## src/rtl/core/assert_macros.svh

```systemverilog
// ----------------------------------------------------------------------------
// Assertion macros
// Shared concurrent assertion forms for the RTL in this folder.
// ----------------------------------------------------------------------------
`ifndef ASSERT_MACROS_SVH
`define ASSERT_MACROS_SVH

// Same-cycle implication, disabled while reset is asserted.
`define ASSERT_IMP(lbl, clk, rst_n, ante, cons) \
    lbl: assert property (@(posedge clk) disable iff (!(rst_n)) (ante) |-> (cons)) \
        else $error("assertion failed");

// Next-cycle implication, disabled while reset is asserted.
`define ASSERT_NEXT(lbl, clk, rst_n, ante, cons) \
    lbl: assert property (@(posedge clk) disable iff (!(rst_n)) (ante) |=> (cons)) \
        else $error("assertion failed");

`endif

```

## src/rtl/core/tmal_pkg.sv

```systemverilog
// ----------------------------------------------------------------------------
// tmal_pkg
// Types, codes and widths of the tile map attribute lookup block.
// ----------------------------------------------------------------------------
package tmal_pkg;

    // Default store depths in bytes.
    localparam int MAP_DEPTH_DEF  = 65536;
    localparam int ATTR_DEPTH_DEF = 4096;

    // A tile byte holds a column in its low nibble and a row in its high nibble.
    localparam int TILE_COL_BITS = 4;

    // Datapath widths.
    localparam int CFG_W      = 11;  // widest configuration register
    localparam int PROD_W     = 26;  // pos_y (15 bits) times map_width (11 bits)
    localparam int IDX_W      = 27;  // pos_x plus that product
    localparam int MAP_LIM_W  = 22;  // map_height times map_width
    localparam int ATTR_IDX_W = 18;  // attribute index and attribute limit

    // Request commands.
    typedef enum logic [1:0] {
        CMD_WR_MAP  = 2'd0,
        CMD_WR_ATTR = 2'd1,
        CMD_QUERY   = 2'd2,
        CMD_DEC     = 2'd3
    } t_cmd;

    // Configuration register indexes.
    typedef enum logic [1:0] {
        CFG_MAP_WIDTH   = 2'd0,
        CFG_MAP_HEIGHT  = 2'd1,
        CFG_ATTR_WIDTH  = 2'd2,
        CFG_ATTR_HEIGHT = 2'd3
    } t_cfg_idx;

    // Input request.
    typedef struct packed {
        t_cmd               command;
        logic signed [15:0] pos_x;
        logic signed [15:0] pos_y;
        logic [15:0]        write_address;
        logic [7:0]         write_value;
    } t_in_req;

    // Result request.
    typedef struct packed {
        logic signed [8:0] result_value;
        logic              in_range;
    } t_out_req;

endpackage

```

## src/rtl/core/tmal_ctrl.sv

```systemverilog
// ----------------------------------------------------------------------------
// tmal_ctrl
// Sequencer and datapath: index arithmetic, range tests, memory accesses
// and the result register.
// ----------------------------------------------------------------------------
module tmal_ctrl #(
    parameter int MAP_DEPTH  = tmal_pkg::MAP_DEPTH_DEF,
    parameter int ATTR_DEPTH = tmal_pkg::ATTR_DEPTH_DEF,
    localparam int MAP_AW    = $clog2(MAP_DEPTH),
    localparam int ATTR_AW   = $clog2(ATTR_DEPTH)
) (
    input  logic                 i_clk,
    input  logic                 i_rst_n,
    // Request channel
    input  logic                 i_in_valid,
    output logic                 o_in_stall,
    input  tmal_pkg::t_in_req    i_in,
    // Result channel
    output logic                 o_out_valid,
    input  logic                 i_out_stall,
    output tmal_pkg::t_out_req   o_out,
    // Configuration writes
    input  logic                 i_cfg_we,
    input  tmal_pkg::t_cfg_idx   i_cfg_idx,
    input  logic [tmal_pkg::CFG_W-1:0] i_cfg_data,
    // Tile memory
    output logic                 o_tile_we,
    output logic [MAP_AW-1:0]    o_tile_waddr,
    output logic [7:0]           o_tile_wdata,
    output logic                 o_tile_re,
    output logic [MAP_AW-1:0]    o_tile_raddr,
    input  logic [7:0]           i_tile_rdata,
    // Attribute memory
    output logic                 o_attr_we,
    output logic [ATTR_AW-1:0]   o_attr_waddr,
    output logic [7:0]           o_attr_wdata,
    output logic                 o_attr_re,
    output logic [ATTR_AW-1:0]   o_attr_raddr,
    input  logic [7:0]           i_attr_rdata
);

    import tmal_pkg::*;

    localparam logic [IDX_W-1:0]      MAP_LIM_C  = IDX_W'(MAP_DEPTH);
    localparam logic [ATTR_IDX_W-1:0] ATTR_LIM_C = ATTR_IDX_W'(ATTR_DEPTH);

    typedef enum logic [2:0] {
        ST_IDLE,
        ST_MUL,
        ST_CHK,
        ST_TILE,
        ST_ATTR
    } t_state;

    t_state r_state, n_state;

    // Configuration registers and the limits derived from them.
    logic [10:0]           r_map_w;
    logic [10:0]           r_map_h;
    logic [8:0]            r_attr_w;
    logic [8:0]            r_attr_h;
    logic [MAP_LIM_W-1:0]  r_map_lim;
    logic [ATTR_IDX_W-1:0] r_attr_lim;

    // Request being worked on.
    t_cmd                  r_cmd;
    logic signed [15:0]    r_x;
    logic signed [15:0]    r_y;
    logic [PROD_W-1:0]     r_prod;
    logic [IDX_W-1:0]      r_idx;

    // Result register.
    logic                  r_out_valid, n_out_valid;
    t_out_req              r_out, n_out;

    // Combinational helpers.
    logic                  out_free;
    logic [IDX_W-1:0]      idx;
    logic                  in_map;
    logic [12:0]           attr_prod;
    logic [ATTR_IDX_W-1:0] attr_idx;
    logic                  attr_ok;
    logic [IDX_W-1:0]      map_wa;
    logic [ATTR_IDX_W-1:0] attr_wa;
    logic [8:0]            tile_dec;

    assign out_free = !r_out_valid || !i_out_stall;

    // Linear map index and the map range test.
    assign idx    = IDX_W'(r_x[14:0]) + IDX_W'(r_prod);
    assign in_map = !r_x[15] && !r_y[15] && (idx < IDX_W'(r_map_lim)) && (idx < MAP_LIM_C);

    // Attribute index from the tile byte and its range test.
    assign attr_prod = 13'(r_attr_w) * 13'(i_tile_rdata[7:TILE_COL_BITS]);
    assign attr_idx  = ATTR_IDX_W'(attr_prod) + ATTR_IDX_W'(i_tile_rdata[TILE_COL_BITS-1:0]);
    assign attr_ok   = (attr_idx < r_attr_lim) && (attr_idx < ATTR_LIM_C);

    assign map_wa   = IDX_W'(i_in.write_address);
    assign attr_wa  = ATTR_IDX_W'(i_in.write_address);
    assign tile_dec = {1'b0, i_tile_rdata} - 9'd1;

    // Next state, memory strobes and result loading.
    always_comb begin
        n_state      = r_state;
        n_out_valid  = r_out_valid && i_out_stall;
        n_out        = r_out;
        o_tile_we    = 1'b0;
        o_tile_waddr = map_wa[MAP_AW-1:0];
        o_tile_wdata = i_in.write_value;
        o_tile_re    = 1'b0;
        o_tile_raddr = idx[MAP_AW-1:0];
        o_attr_we    = 1'b0;
        o_attr_waddr = attr_wa[ATTR_AW-1:0];
        o_attr_wdata = i_in.write_value;
        o_attr_re    = 1'b0;
        o_attr_raddr = attr_idx[ATTR_AW-1:0];
        case (r_state)
            ST_IDLE: begin
                if (i_in_valid) begin
                    case (i_in.command)
                        CMD_WR_MAP: begin
                            o_tile_we = (map_wa < MAP_LIM_C);
                        end
                        CMD_WR_ATTR: begin
                            o_attr_we = (attr_wa < ATTR_LIM_C);
                        end
                        default: begin
                            n_state = ST_MUL;
                        end
                    endcase
                end
            end
            ST_MUL: begin
                n_state = ST_CHK;
            end
            ST_CHK: begin
                if (in_map) begin
                    o_tile_re = 1'b1;
                    n_state   = ST_TILE;
                end else if (out_free) begin
                    n_out_valid        = 1'b1;
                    n_out.result_value = '0;
                    n_out.in_range     = 1'b0;
                    n_state            = ST_IDLE;
                end
            end
            ST_TILE: begin
                if (r_cmd == CMD_DEC) begin
                    // The write-back happens once, together with the result.
                    if (out_free) begin
                        o_tile_we          = 1'b1;
                        o_tile_waddr       = r_idx[MAP_AW-1:0];
                        o_tile_wdata       = tile_dec[7:0];
                        n_out_valid        = 1'b1;
                        n_out.result_value = $signed(tile_dec);
                        n_out.in_range     = 1'b1;
                        n_state            = ST_IDLE;
                    end
                end else if (attr_ok) begin
                    o_attr_re = 1'b1;
                    n_state   = ST_ATTR;
                end else if (out_free) begin
                    n_out_valid        = 1'b1;
                    n_out.result_value = '0;
                    n_out.in_range     = 1'b1;
                    n_state            = ST_IDLE;
                end
            end
            ST_ATTR: begin
                if (out_free) begin
                    n_out_valid        = 1'b1;
                    n_out.result_value = $signed({1'b0, i_attr_rdata});
                    n_out.in_range     = 1'b1;
                    n_state            = ST_IDLE;
                end
            end
            default: begin
                n_state = ST_IDLE;
            end
        endcase
    end

    // State, configuration, working registers and result register.
    always_ff @(posedge i_clk) begin
        if (!i_rst_n) begin
            r_state     <= ST_IDLE;
            r_out_valid <= 1'b0;
            r_map_w     <= '0;
            r_map_h     <= '0;
            r_attr_w    <= '0;
            r_attr_h    <= '0;
            r_map_lim   <= '0;
            r_attr_lim  <= '0;
        end else begin
            r_state     <= n_state;
            r_out_valid <= n_out_valid;
            if (i_cfg_we) begin
                case (i_cfg_idx)
                    CFG_MAP_WIDTH:   r_map_w  <= i_cfg_data;
                    CFG_MAP_HEIGHT:  r_map_h  <= i_cfg_data;
                    CFG_ATTR_WIDTH:  r_attr_w <= i_cfg_data[8:0];
                    CFG_ATTR_HEIGHT: r_attr_h <= i_cfg_data[8:0];
                    default: begin
                    end
                endcase
            end
            // Limits are registered from the configuration registers and follow them in the next cycle.
            r_map_lim  <= MAP_LIM_W'(r_map_h) * MAP_LIM_W'(r_map_w);
            r_attr_lim <= ATTR_IDX_W'(r_attr_h) * ATTR_IDX_W'(r_attr_w);
        end
        r_out <= n_out;
        if (r_state == ST_IDLE) begin
            r_cmd <= i_in.command;
            r_x   <= i_in.pos_x;
            r_y   <= i_in.pos_y;
        end
        if (r_state == ST_MUL) begin
            r_prod <= PROD_W'(r_y[14:0]) * PROD_W'(r_map_w);
        end
        if (r_state == ST_CHK) begin
            r_idx <= idx;
        end
    end

    assign o_in_stall  = (r_state != ST_IDLE);
    assign o_out_valid = r_out_valid;
    assign o_out       = r_out;

endmodule

```

## config.mk

```make
export PLATFORM = sky130hd
export DESIGN_NAME = tmal_ctrl
export DESIGN_NICKNAME = d
export VERILOG_FILES = /design/src/rtl/core/assert_macros.svh /design/src/rtl/core/tmal_pkg.sv /design/src/rtl/core/tmal_ctrl.sv
export SDC_FILE = /design/constraint.sdc
export NUM_CORES = 1
export LEC_CHECK = 0
export ABC_AREA = 0
export BUFFER_PORTS_ARGS = -buffer_cell sky130_fd_sc_hd__buf_4
export CORE_MARGIN = 2
export CORE_UTILIZATION = 55
export DETAILED_ROUTE_END_ITERATION = 16
export PLACE_DENSITY = 0.77
export SYNTH_ARGS = -nofsm -noshare
export SYNTH_HDL_FRONTEND = slang
export SYNTH_SLANG_ARGS = --single-unit
```

## constraint.sdc

```tcl
create_clock -name i_clk -period 5.51 [get_ports i_clk]
set_input_delay 0.551 -clock i_clk [delete_from_list [all_inputs] [get_ports i_clk]]
set_output_delay 0.551 -clock i_clk [all_outputs]
set_load 0.005 [all_outputs]
```

# Word level (Yosys, flattened, before mapping)
# Index checks and enable logic that the tools add are counted.
# word_totals
reg_bits,170
inputBits,92
elab_cells,106
# op_classes
n_addsub,3
n_mul,4
order_cmp,6
n_eq_ne,17
n_mux,39
n_reduce_logical,22
# ops
cell,n
$mux 10,7
$mux 16,3
$pmux 10 s3,1
$add 15x26->27,1
$lt 27x17->1 const B,1
$lt 27x22->1,1
$mul 15x11->26,1
$mux 8,3
$mul 11x11->22,1
$lt 14x18->1,1
$mul 9x9->18,1
$mux 3,6
$lt 16x17->1 const B,1
$lt 16x13->1 const B,1
$mux 1,16
$pmux 3 s5,1
$add 13x4->14,1
$lt 14x13->1 const B,1
$mul 9x4->13,1
$ne 2x2->1 const B,5
$reduce_and 2->1,5
$ne 3x3->1 const B,3
$sub 8x1->9 const B,1
$reduce_and 7->1,1
other kinds (14),27

# Longest topological paths before layout
# Gate-level depths: netlist (run 1).
# depth
depth_word,7
mapped_depth,25

# Least setup slack after synthesis (run 1)
# No wires, ideal clock.
# synth_path
path_type,register to register
startpoint,register r_map_w[2]
endpoint,register r_prod[24] (data pin)
setup_ps,268
arrival_ps,5331
required_time_ps,5242
setup_slack_ps,-89
stages_incl_launch_ff,25
n_path_buf,2
synth_period_minus_slack_ps,5599
cell_sequence,dfxtp_1 > clkbuf_1 > clkbuf_1 > nand2_1 > fa_1 > inv_1 > fa_1 > inv_1 > fa_1 > inv_1 > fa_1 > inv_1 > fa_1 > inv_1 > ha_1 > o21a_1 > o21a_1 > o32a_1 > o31ai_1 > o311ai_0 > a31oi_1 > nor2b_1 > o21ai_0 > a211oi_1 > xor2_1
# synth_via
elab_chain_len,1
# synth_rtl
item,line,text
start: declaration,tmal_ctrl.sv:58,logic [10:0] r_map_w;
start signal: assignment,tmal_ctrl.sv:199,CFG_MAP_WIDTH: r_map_w <= i_cfg_data;
$mul 15x11->26,tmal_ctrl.sv:218,r_prod <= PROD_W'(r_y[14:0]) * PROD_W'(r_map_w);
end signal: assignment,tmal_ctrl.sv:218,
end: declaration,tmal_ctrl.sv:69,logic [PROD_W-1:0] r_prod;
# Every way passes these cells.
# A chain may end at the register's enable or synchronous reset.

# Worst setup path in the final report (run 1)
# layout_path
startpoint,register r_attr_w[1]
endpoint,output o_attr_re
# layout_via
elab_chain_len,7
elab_cells_between_ends,8
# layout_rtl
item,line,text
start: declaration,tmal_ctrl.sv:60,logic [8:0] r_attr_w;
start signal: assignment,tmal_ctrl.sv:201,CFG_ATTR_WIDTH: r_attr_w <= i_cfg_data[8:0];
$mul 9x4->13 (*),tmal_ctrl.sv:94,assign attr_prod = 13'(r_attr_w) * 13'(i_tile_rdata[7:TILE_COL_BITS]);
$add 13x4->14 (*),tmal_ctrl.sv:95,assign attr_idx = ATTR_IDX_W'(attr_prod) + ATTR_IDX_W'(i_tile_rdata[TILE_COL_BITS-1:0]);
$lt 14x18->1 or $lt 14x13->1 (tied branches),tmal_ctrl.sv:96,assign attr_ok = (attr_idx < r_attr_lim) && (attr_idx < ATTR_LIM_C);
$logic_and 1x1->1 (*),tmal_ctrl.sv:96,
$mux 1 (*),tmal_ctrl.sv:159,end else if (attr_ok) begin
$mux 1 (*),tmal_ctrl.sv:148,if (r_cmd == CMD_DEC) begin
$mux 1 (*),tmal_ctrl.sv:117,case (r_state)
end: declaration,tmal_ctrl.sv:37,"output logic o_attr_re,"
# Mark *: on every way between the ends. The rest lies on a longest branch, timed or not.

==> flow_summary.json, run 1 <==
{
  "hold_violations": 0,
  "core-area_um2": 37490,
  "rsz0062_at_grt": "true",
  "synth_area_leaders": "fa_1 (25%), ha_1 (14%), edfxtp_1 (12%)",
  "endpoint_kind": "output pin",
  "slowest_stage": "fa_1",
  "fin_hold_ws_ns": 0.2630,
  "setup_slack_ns": -0.1054,
  "drtAntennaViolNets": 0,
  "slew_violations": 0,
  "clockPowerShare_pct": 31.8,
  "clock-sinks": 170,
  "syn_inst": 2285,
  "finalSetupTns_ns": -0.1054,
  "crit_required_ns": 4.96,
  "wl_per_cell_um": 16.97,
  "io_pins": 180,
  "yosysSeqAreaShare_pct": 20.47,
  "io_buffers": 179,
  "p_comb_share_pct": 31.3,
  "path_class": "flip-flop to output pin",
  "clock_path_buffers": 2,
  "gp_congestion": 0.8991,
  "switching_share_pct": 32.94,
  "slew_headroom_pct": 22.45,
  "start_util_pct": 55.58,
  "viasPerCell": 5.426,
  "dp.cells": 2934,
  "layout-drive-gt1-share_pct": 18.00,
  "die_area_um2": 39450,
  "r2r-start": "r_attr_w[1]$_SDFFE_PN0P_",
  "finalClockSkew_ns": 0.01761,
  "instances_no_fill": 3011,
  "antenna_found_initial": 0,
  "dr.pass1.iters": 5,
  "critPathMaxStageDelay_ns": 0.56,
  "fp.dieH_um": 198.6,
  "crit_path_start_kind": "flip-flop",
  "htreeDepth": 4,
  "root_buffer": "clkbuf_16",
  "track_usage_pct": 26.20,
  "netlist_top_cells_count": "nand2_1 (364), inv_1 (344), fa_1 (264)",
  "multiInputGateArea_um2": 15260,
  "holdCritStartpoint": "i_in[49]",
  "dp_slack_ns": -0.3672,
  "grt_max_degree": 86,
  "ys_types": 69,
  "insertion_delay_ns": 0.46,
  "nFillCells": 2926,
  "antennaDiodeCount": 0,
  "synth_most_common_cell": "nand2_1",
  "first_global_vias": 16880,
  "crit_path_max_fanout": 5,
  "violations": "setup timing",
  "syn-num-nets": 2882,
  "register_area_um2": 4293,
  "synth_top_cell_area_share_pct": 25.37,
  "cts_inserted_buffers": 17,
  "avgSynthCellArea_um2": 9.118,
  "cellPowerDensity_nw_per_um2": 164.1,
  "synthesis.area_um2": 20830,
  "worstMarginPinSlew_ns": 1.158,
  "synth-async-reset-ratio_pct": 0,
  "num_vias": 16340,
  "yosysWarnings": 0,
  "cts_tree": "done",
  "period_minus_slack_ns": 5.615,
  "ys.flop_type": "edfxtp_1",
  "num_rows": 71,
  "maxCapViolCount": 0,
  "synth_edf_count": 86,
  "p_int_mw": 2.696,
  "seq_power_share_pct": 36.9,
  "irDropWorstVdd_mv": 0.2181,
  "first_iter_violations": 925,
  "ys_seq_elements": 170,
  "areaGrowthSynthToFinish_pct": 17.59,
  "die_x_um": 198.6,
  "nets": 3084,
  "worst-endpoint-arrival_ns": 5.06,
  "crit_start": "r_attr_w[1]$_SDFFE_PN0P_",
  "fmax_ghz": 0.1781,
  "hold_path_class": "input port to flip-flop",
  "grt_overflow_total": 0,
  "finalCritPeriodShare_pct": 101.9,
  "wl_um": 51110,
  "status": "complete, but fails checks",
  "setup_viol": 1,
  "synth_area_leader_cell": "fa_1",
  "power.leakage_nw": 12.11,
  "net-switching-power_mw": 1.324,
  "dp_hpwl_um": 39740,
  "path_clk_slew_ns": 0.08,
  "drc_errors": 0,
  "grt_pass1_wl_um": 82080,
  "crit_chain": "nand2_4 -> fa_1 -> fa_1 -> fa_1 -> inv_2 -> ha_4 -> a21o_1 -> a21oi_2 -> nand2b_4 -> a21oi_2 -> nand4_1 -> nand3_2 -> nor2_4 -> xnor2_2 -> ha_1 -> a21o_1 -> a21o_1 -> a21oi_2 -> o21ai_1 -> a21oi_1 -> nand3_2 -> nor2_2 -> buf_4"
}
[cell usage in the layout, fill, tap and decap left out, types with 43 or more instances in the layout]
cell type	n
ha_1	224
nor2b_1	45
fa_1	260
nor2_1	60
dfxtp_1	73
and2_1	215
o21ai_0	45
buf_4	285
edfxtp_1	86
a21oi_1	43
nand2_1	360
xnor2_1	55
inv_1	341
[worst paths after layout]
check	endpoint	slack, ns	depth (start not counted)
min	r_x[9]$_DFFE_PP_	0.26	1
max reg2reg	o_out[5]$_DFFE_PP_	0.04	28
max	o_attr_re	-0.11	23
min reg2reg	o_out_valid$_SDFF_PN0_	0.56	2
[through the flow]
step | instance area (um2) | utilization [%] | power (mW)
2_1_floorplan | 20840 | - | 2.155
3_3_place_gp | 22920 | 61.13 | 2.572
3_5_place_dp | 22920 | 61.13 | 2.614
4_1_cts | 23900 | 63.74 | 3.949
5_1_grt | 24500 | 65.35 | 4.224
6_report | 24500 | 65.35 | 4.020
[logic make-up (layout without fill, tap and decap cells)]
logic type / count (synthesis) / in the layout / share of synthesized area [%]
mux: 25 / 25 / 1.225
simple gates: 805 / 806 / 18.97
fa+ha+maj: 505 / 505 / 39.84
buf+inv: 464 / 678 / 8.810
compound gates: 239 / 239 / 7.453
flops: 170 / 170 / 20.47
xor+xnor: 77 / 77 / 3.237
[state kept, by name (all words and copies together) (netlist names), 10 cells and up]
register	count
o_out	10
r_idx	16
r_attr_lim	18
r_x	16
r_y	16
r_map_w	11
r_prod	26
r_map_lim	22
r_map_h	11
[power groups by stage]
stage                     Sequential (mW)  Clock (mW)  Combinational (mW)
after detailed placement             1.51           0                1.10
final                                1.48        1.28                1.26
after global routing                 1.49        1.34                1.39
after CTS                            1.48        1.30                1.17
after floorplan                      1.46           0               0.691
after global placement               1.51           0                1.06
[routing by layer]
layer	up-vias	global-route usage (%)	wire, um
li1	7625	-	-
met1	7998	33.13	21210
met2	603	44.98	24730
met3	113	4.561	3494
met4	0	9.867	1678
met5	-	0	0
[critical path, delay by kind of cell, from the launching register on]
family / cells / cell delay (ns)
adder cells (fa/ha/maj): 5 / 2.03
AO/OA/AOI/OAI: 8 / 1.10
AND/OR/NAND/NOR: 7 / 0.78
flip-flops: 1 / 0.39
buffers and inverters: 2 / 0.17
XOR/XNOR: 1 / 0.13
[repair_timing]
action,in CTS,in global routing
cloned,1,3
gates resized for setup,47,95
buffers inserted,25,19
pin swaps,28,54
hold buffers,0,0
setup endpoints to repair,16,29
[layout make-up]
type                    count  share of cell area (%)
clock buffers              18                   1.752
repair buffers            302                   9.826
well taps                 511                   2.610
inverters                 344                   5.270
flip-flops and latches    170                   17.52
clock inverters            14                  0.7201
multi-input cells        1652                   62.30
No activity file was read; power rests on OpenSTA's default activity.
==> inputs of run 2 (changes only) <==
--- a/config.mk
+++ b/config.mk
@@ -10,6 +10,7 @@
 export CORE_MARGIN = 2
 export CORE_UTILIZATION = 55
 export DETAILED_ROUTE_END_ITERATION = 16
+export MAX_ROUTING_LAYER = met4
 export PLACE_DENSITY = 0.77
 export SYNTH_ARGS = -nofsm -noshare
 export SYNTH_HDL_FRONTEND = slang
==> flow_summary.json, run 2 (synthesized netlist as in run 1, its figures left out) <==
{
  "net-switching-power_mw": 1.343,
  "crit_path_max_fanout": 3,
  "dp_hpwl_um": 40320,
  "critPathMaxStageDelay_ns": 0.56,
  "largest_register_ffs": 26,
  "areaGrowthSynthToFinish_pct": 17.13,
  "path_clk_slew_ns": 0.08,
  "start_util_pct": 55.58,
  "status": "complete, but fails checks",
  "crit_path_start_kind": "flip-flop",
  "grt_max_degree": 86,
  "grt.busiest_layer": "met2",
  "worst-endpoint-arrival_ns": 5.00,
  "hold_violations": 0,
  "first_iter_violations": 825,
  "nFillCells": 2998,
  "crit_required_ns": 4.96,
  "cts_inserted_buffers": 17,
  "finalSetupTns_ns": -0.04245,
  "power.leakage_nw": 12.07,
  "dp_slack_ns": -0.2157,
  "first_global_vias": 16880,
  "io_buffers": 179,
  "fp.dieH_um": 198.6,
  "post-route-util_pct": 65.10,
  "min_to": "r_x[9]$_DFFE_PP_",
  "regToRegEndpoint": "r_prod[24]$_DFFE_PP_",
  "worstMarginPinSlew_ns": 1.169,
  "final_common_cell": "nand2_1",
  "gr-usage-met1_pct": 33.56,
  "use_met3_pct": 4.273,
  "seq_power_share_pct": 37.5,
  "grt_overflow_total": 0,
  "grt_pass1_wl_um": 82310,
  "finalCritPeriodShare_pct": 100.8,
  "finalClockSkew_ns": 0.02013,
  "core-area_um2": 37490,
  "fin_hold_ws_ns": 0.2642,
  "slowest_stage": "fa_1",
  "nets": 3085,
  "die_x_um": 198.6,
  "root_buffer": "clkbuf_16",
  "period_minus_slack_ns": 5.552,
  "setup_slack_ns": -0.04245,
  "insertion_delay_ns": 0.46,
  "io_pins": 180,
  "die_area_um2": 39450,
  "dr.pass1.iters": 5,
  "setup_viol": 1,
  "reg2reg_setup_slack_ns": 0.12,
  "dp.cells": 2940,
  "r2r-start": "r_map_w[7]$_SDFFE_PN0P_",
  "maxCapViolCount": 0,
  "r2r_cells": 18,
  "largestRegisters": "r_prod (26), r_map_lim (22), r_attr_lim (18)",
  "cellPowerDensity_nw_per_um2": 161.7,
  "layout-drive-gt1-share_pct": 17.67,
  "htreeDepth": 4,
  "fmax_ghz": 0.1801,
  "ctsHoldBuffers": 0,
  "p_int_mw": 2.603,
  "layout_common_cells": "nand2_1 (359), inv_1 (341), buf_4 (291)",
  "total_power_mw": 3.947,
  "slew_headroom_pct": 21.70,
  "slew_violations": 0,
  "postPlaceCellArea_um2": 22950,
  "p_comb_share_pct": 31.7,
  "clock-sinks": 170,
  "design_area_um2": 24400,
  "irDropWorstVdd_mv": 0.2182,
  "clockPowerShare_pct": 30.7,
  "hold_path_class": "input port to flip-flop",
  "holdPathStages": 1,
  "clock_path_buffers": 2,
  "viasPerCell": 5.406,
  "wl_um": 51490,
  "endpoint_kind": "output pin",
  "grtUsageMet2_pct": 45.49,
  "antenna_found_initial": 0,
  "track_usage_pct": 27.21,
  "instances_no_fill": 3013,
  "wl_per_cell_um": 17.09,
  "violations": "setup timing",
  "num_rows": 71,
  "drc_errors": 0,
  "holdCritStartpoint": "i_in[49]",
  "largest-register": "r_prod",
  "crit_chain": "nand2_2 -> fa_1 -> fa_1 -> fa_1 -> inv_2 -> ha_4 -> a21o_1 -> a21oi_2 -> nand2b_4 -> a21oi_4 -> nand4_1 -> nand3_2 -> nor2_4 -> xnor2_2 -> ha_1 -> a21o_1 -> a21o_1 -> a21oi_2 -> o21ai_1 -> a21oi_1 -> nand3_1 -> nor2_1 -> buf_4",
  "gp_congestion": 0.9099,
  "rsz0062_at_grt": "true",
  "drtAntennaViolNets": 0,
  "path_class": "flip-flop to output pin",
  "num_vias": 16290,
  "cts_tree": "done",
  "switching_share_pct": 34.04
}
[run 2: final cells by class]
| class | count | area, um2 | area share (%) |
|---|---|---|---|
| Antenna cell | 1 | 2.502 | 0.01025 |
| Clock buffer | 18 | 429.2 | 1.759 |
| Clock inverter | 14 | 153.9 | 0.6306 |
| Inverter | 344 | 1291 | 5.291 |
| Multi-Input combinational cell | 1652 | 15240 | 62.46 |
| Sequential cell | 170 | 4288 | 17.57 |
| Tap cell | 511 | 639.4 | 2.620 |
| Timing Repair Buffer | 303 | 2359 | 9.664 |
[run 2: worst max path at each step]
stage                                        start                   end  cells after the start
after floorplan            r_map_w[2]$_SDFFE_PN0P_  r_prod[24]$_DFFE_PP_                     24
after global placement             i_tile_rdata[6]    o_out[1]$_DFFE_PP_                     24
after detailed placement           i_tile_rdata[6]    o_out[8]$_DFFE_PP_                     24
after CTS                 r_attr_w[2]$_SDFFE_PN0P_             o_attr_re                     22
after global routing      r_attr_w[2]$_SDFFE_PN0P_             o_attr_re                     22
final                     r_attr_w[2]$_SDFFE_PN0P_             o_attr_re                     23
[run 2: timing repair]
item                                    CTS  global route
endpoints found under the hold margin     0             0
pin swaps                                32            55
buffers inserted                         19            20
gates resized for setup                  51            74
gates cloned                              0             3
endpoints found under the setup margin    5            27
[run 2: worst max-delay path: cells and delay by family (launching register included)]
| family | cells | cell delay [ns] |
|---|---|---|
| buffers and inverters | 2 | 0.18 |
| adders and majority gates | 5 | 2.03 |
| xor gates and xnor gates | 1 | 0.13 |
| and+or+nand+nor | 7 | 0.87 |
| DFF | 1 | 0.35 |
| AOI/OAI and AO/OA | 8 | 0.98 |
[run 2: power groups by stage]
stage | clock (mW) | sequential (mW) | combinational (mW)
after floorplan | 0 | 1.46 | 0.691
after global placement | 0 | 1.51 | 1.07
after detailed placement | 0 | 1.51 | 1.11
after CTS | 1.23 | 1.48 | 1.18
after global routing | 1.30 | 1.49 | 1.39
final | 1.21 | 1.48 | 1.25
[run 2: metal layers]
layer	up-vias	part of all wire [%]
met4	0	2.7
met2	536	49
li1	7632	-
met1	8029	42
met3	92	6.2
met5	-	0
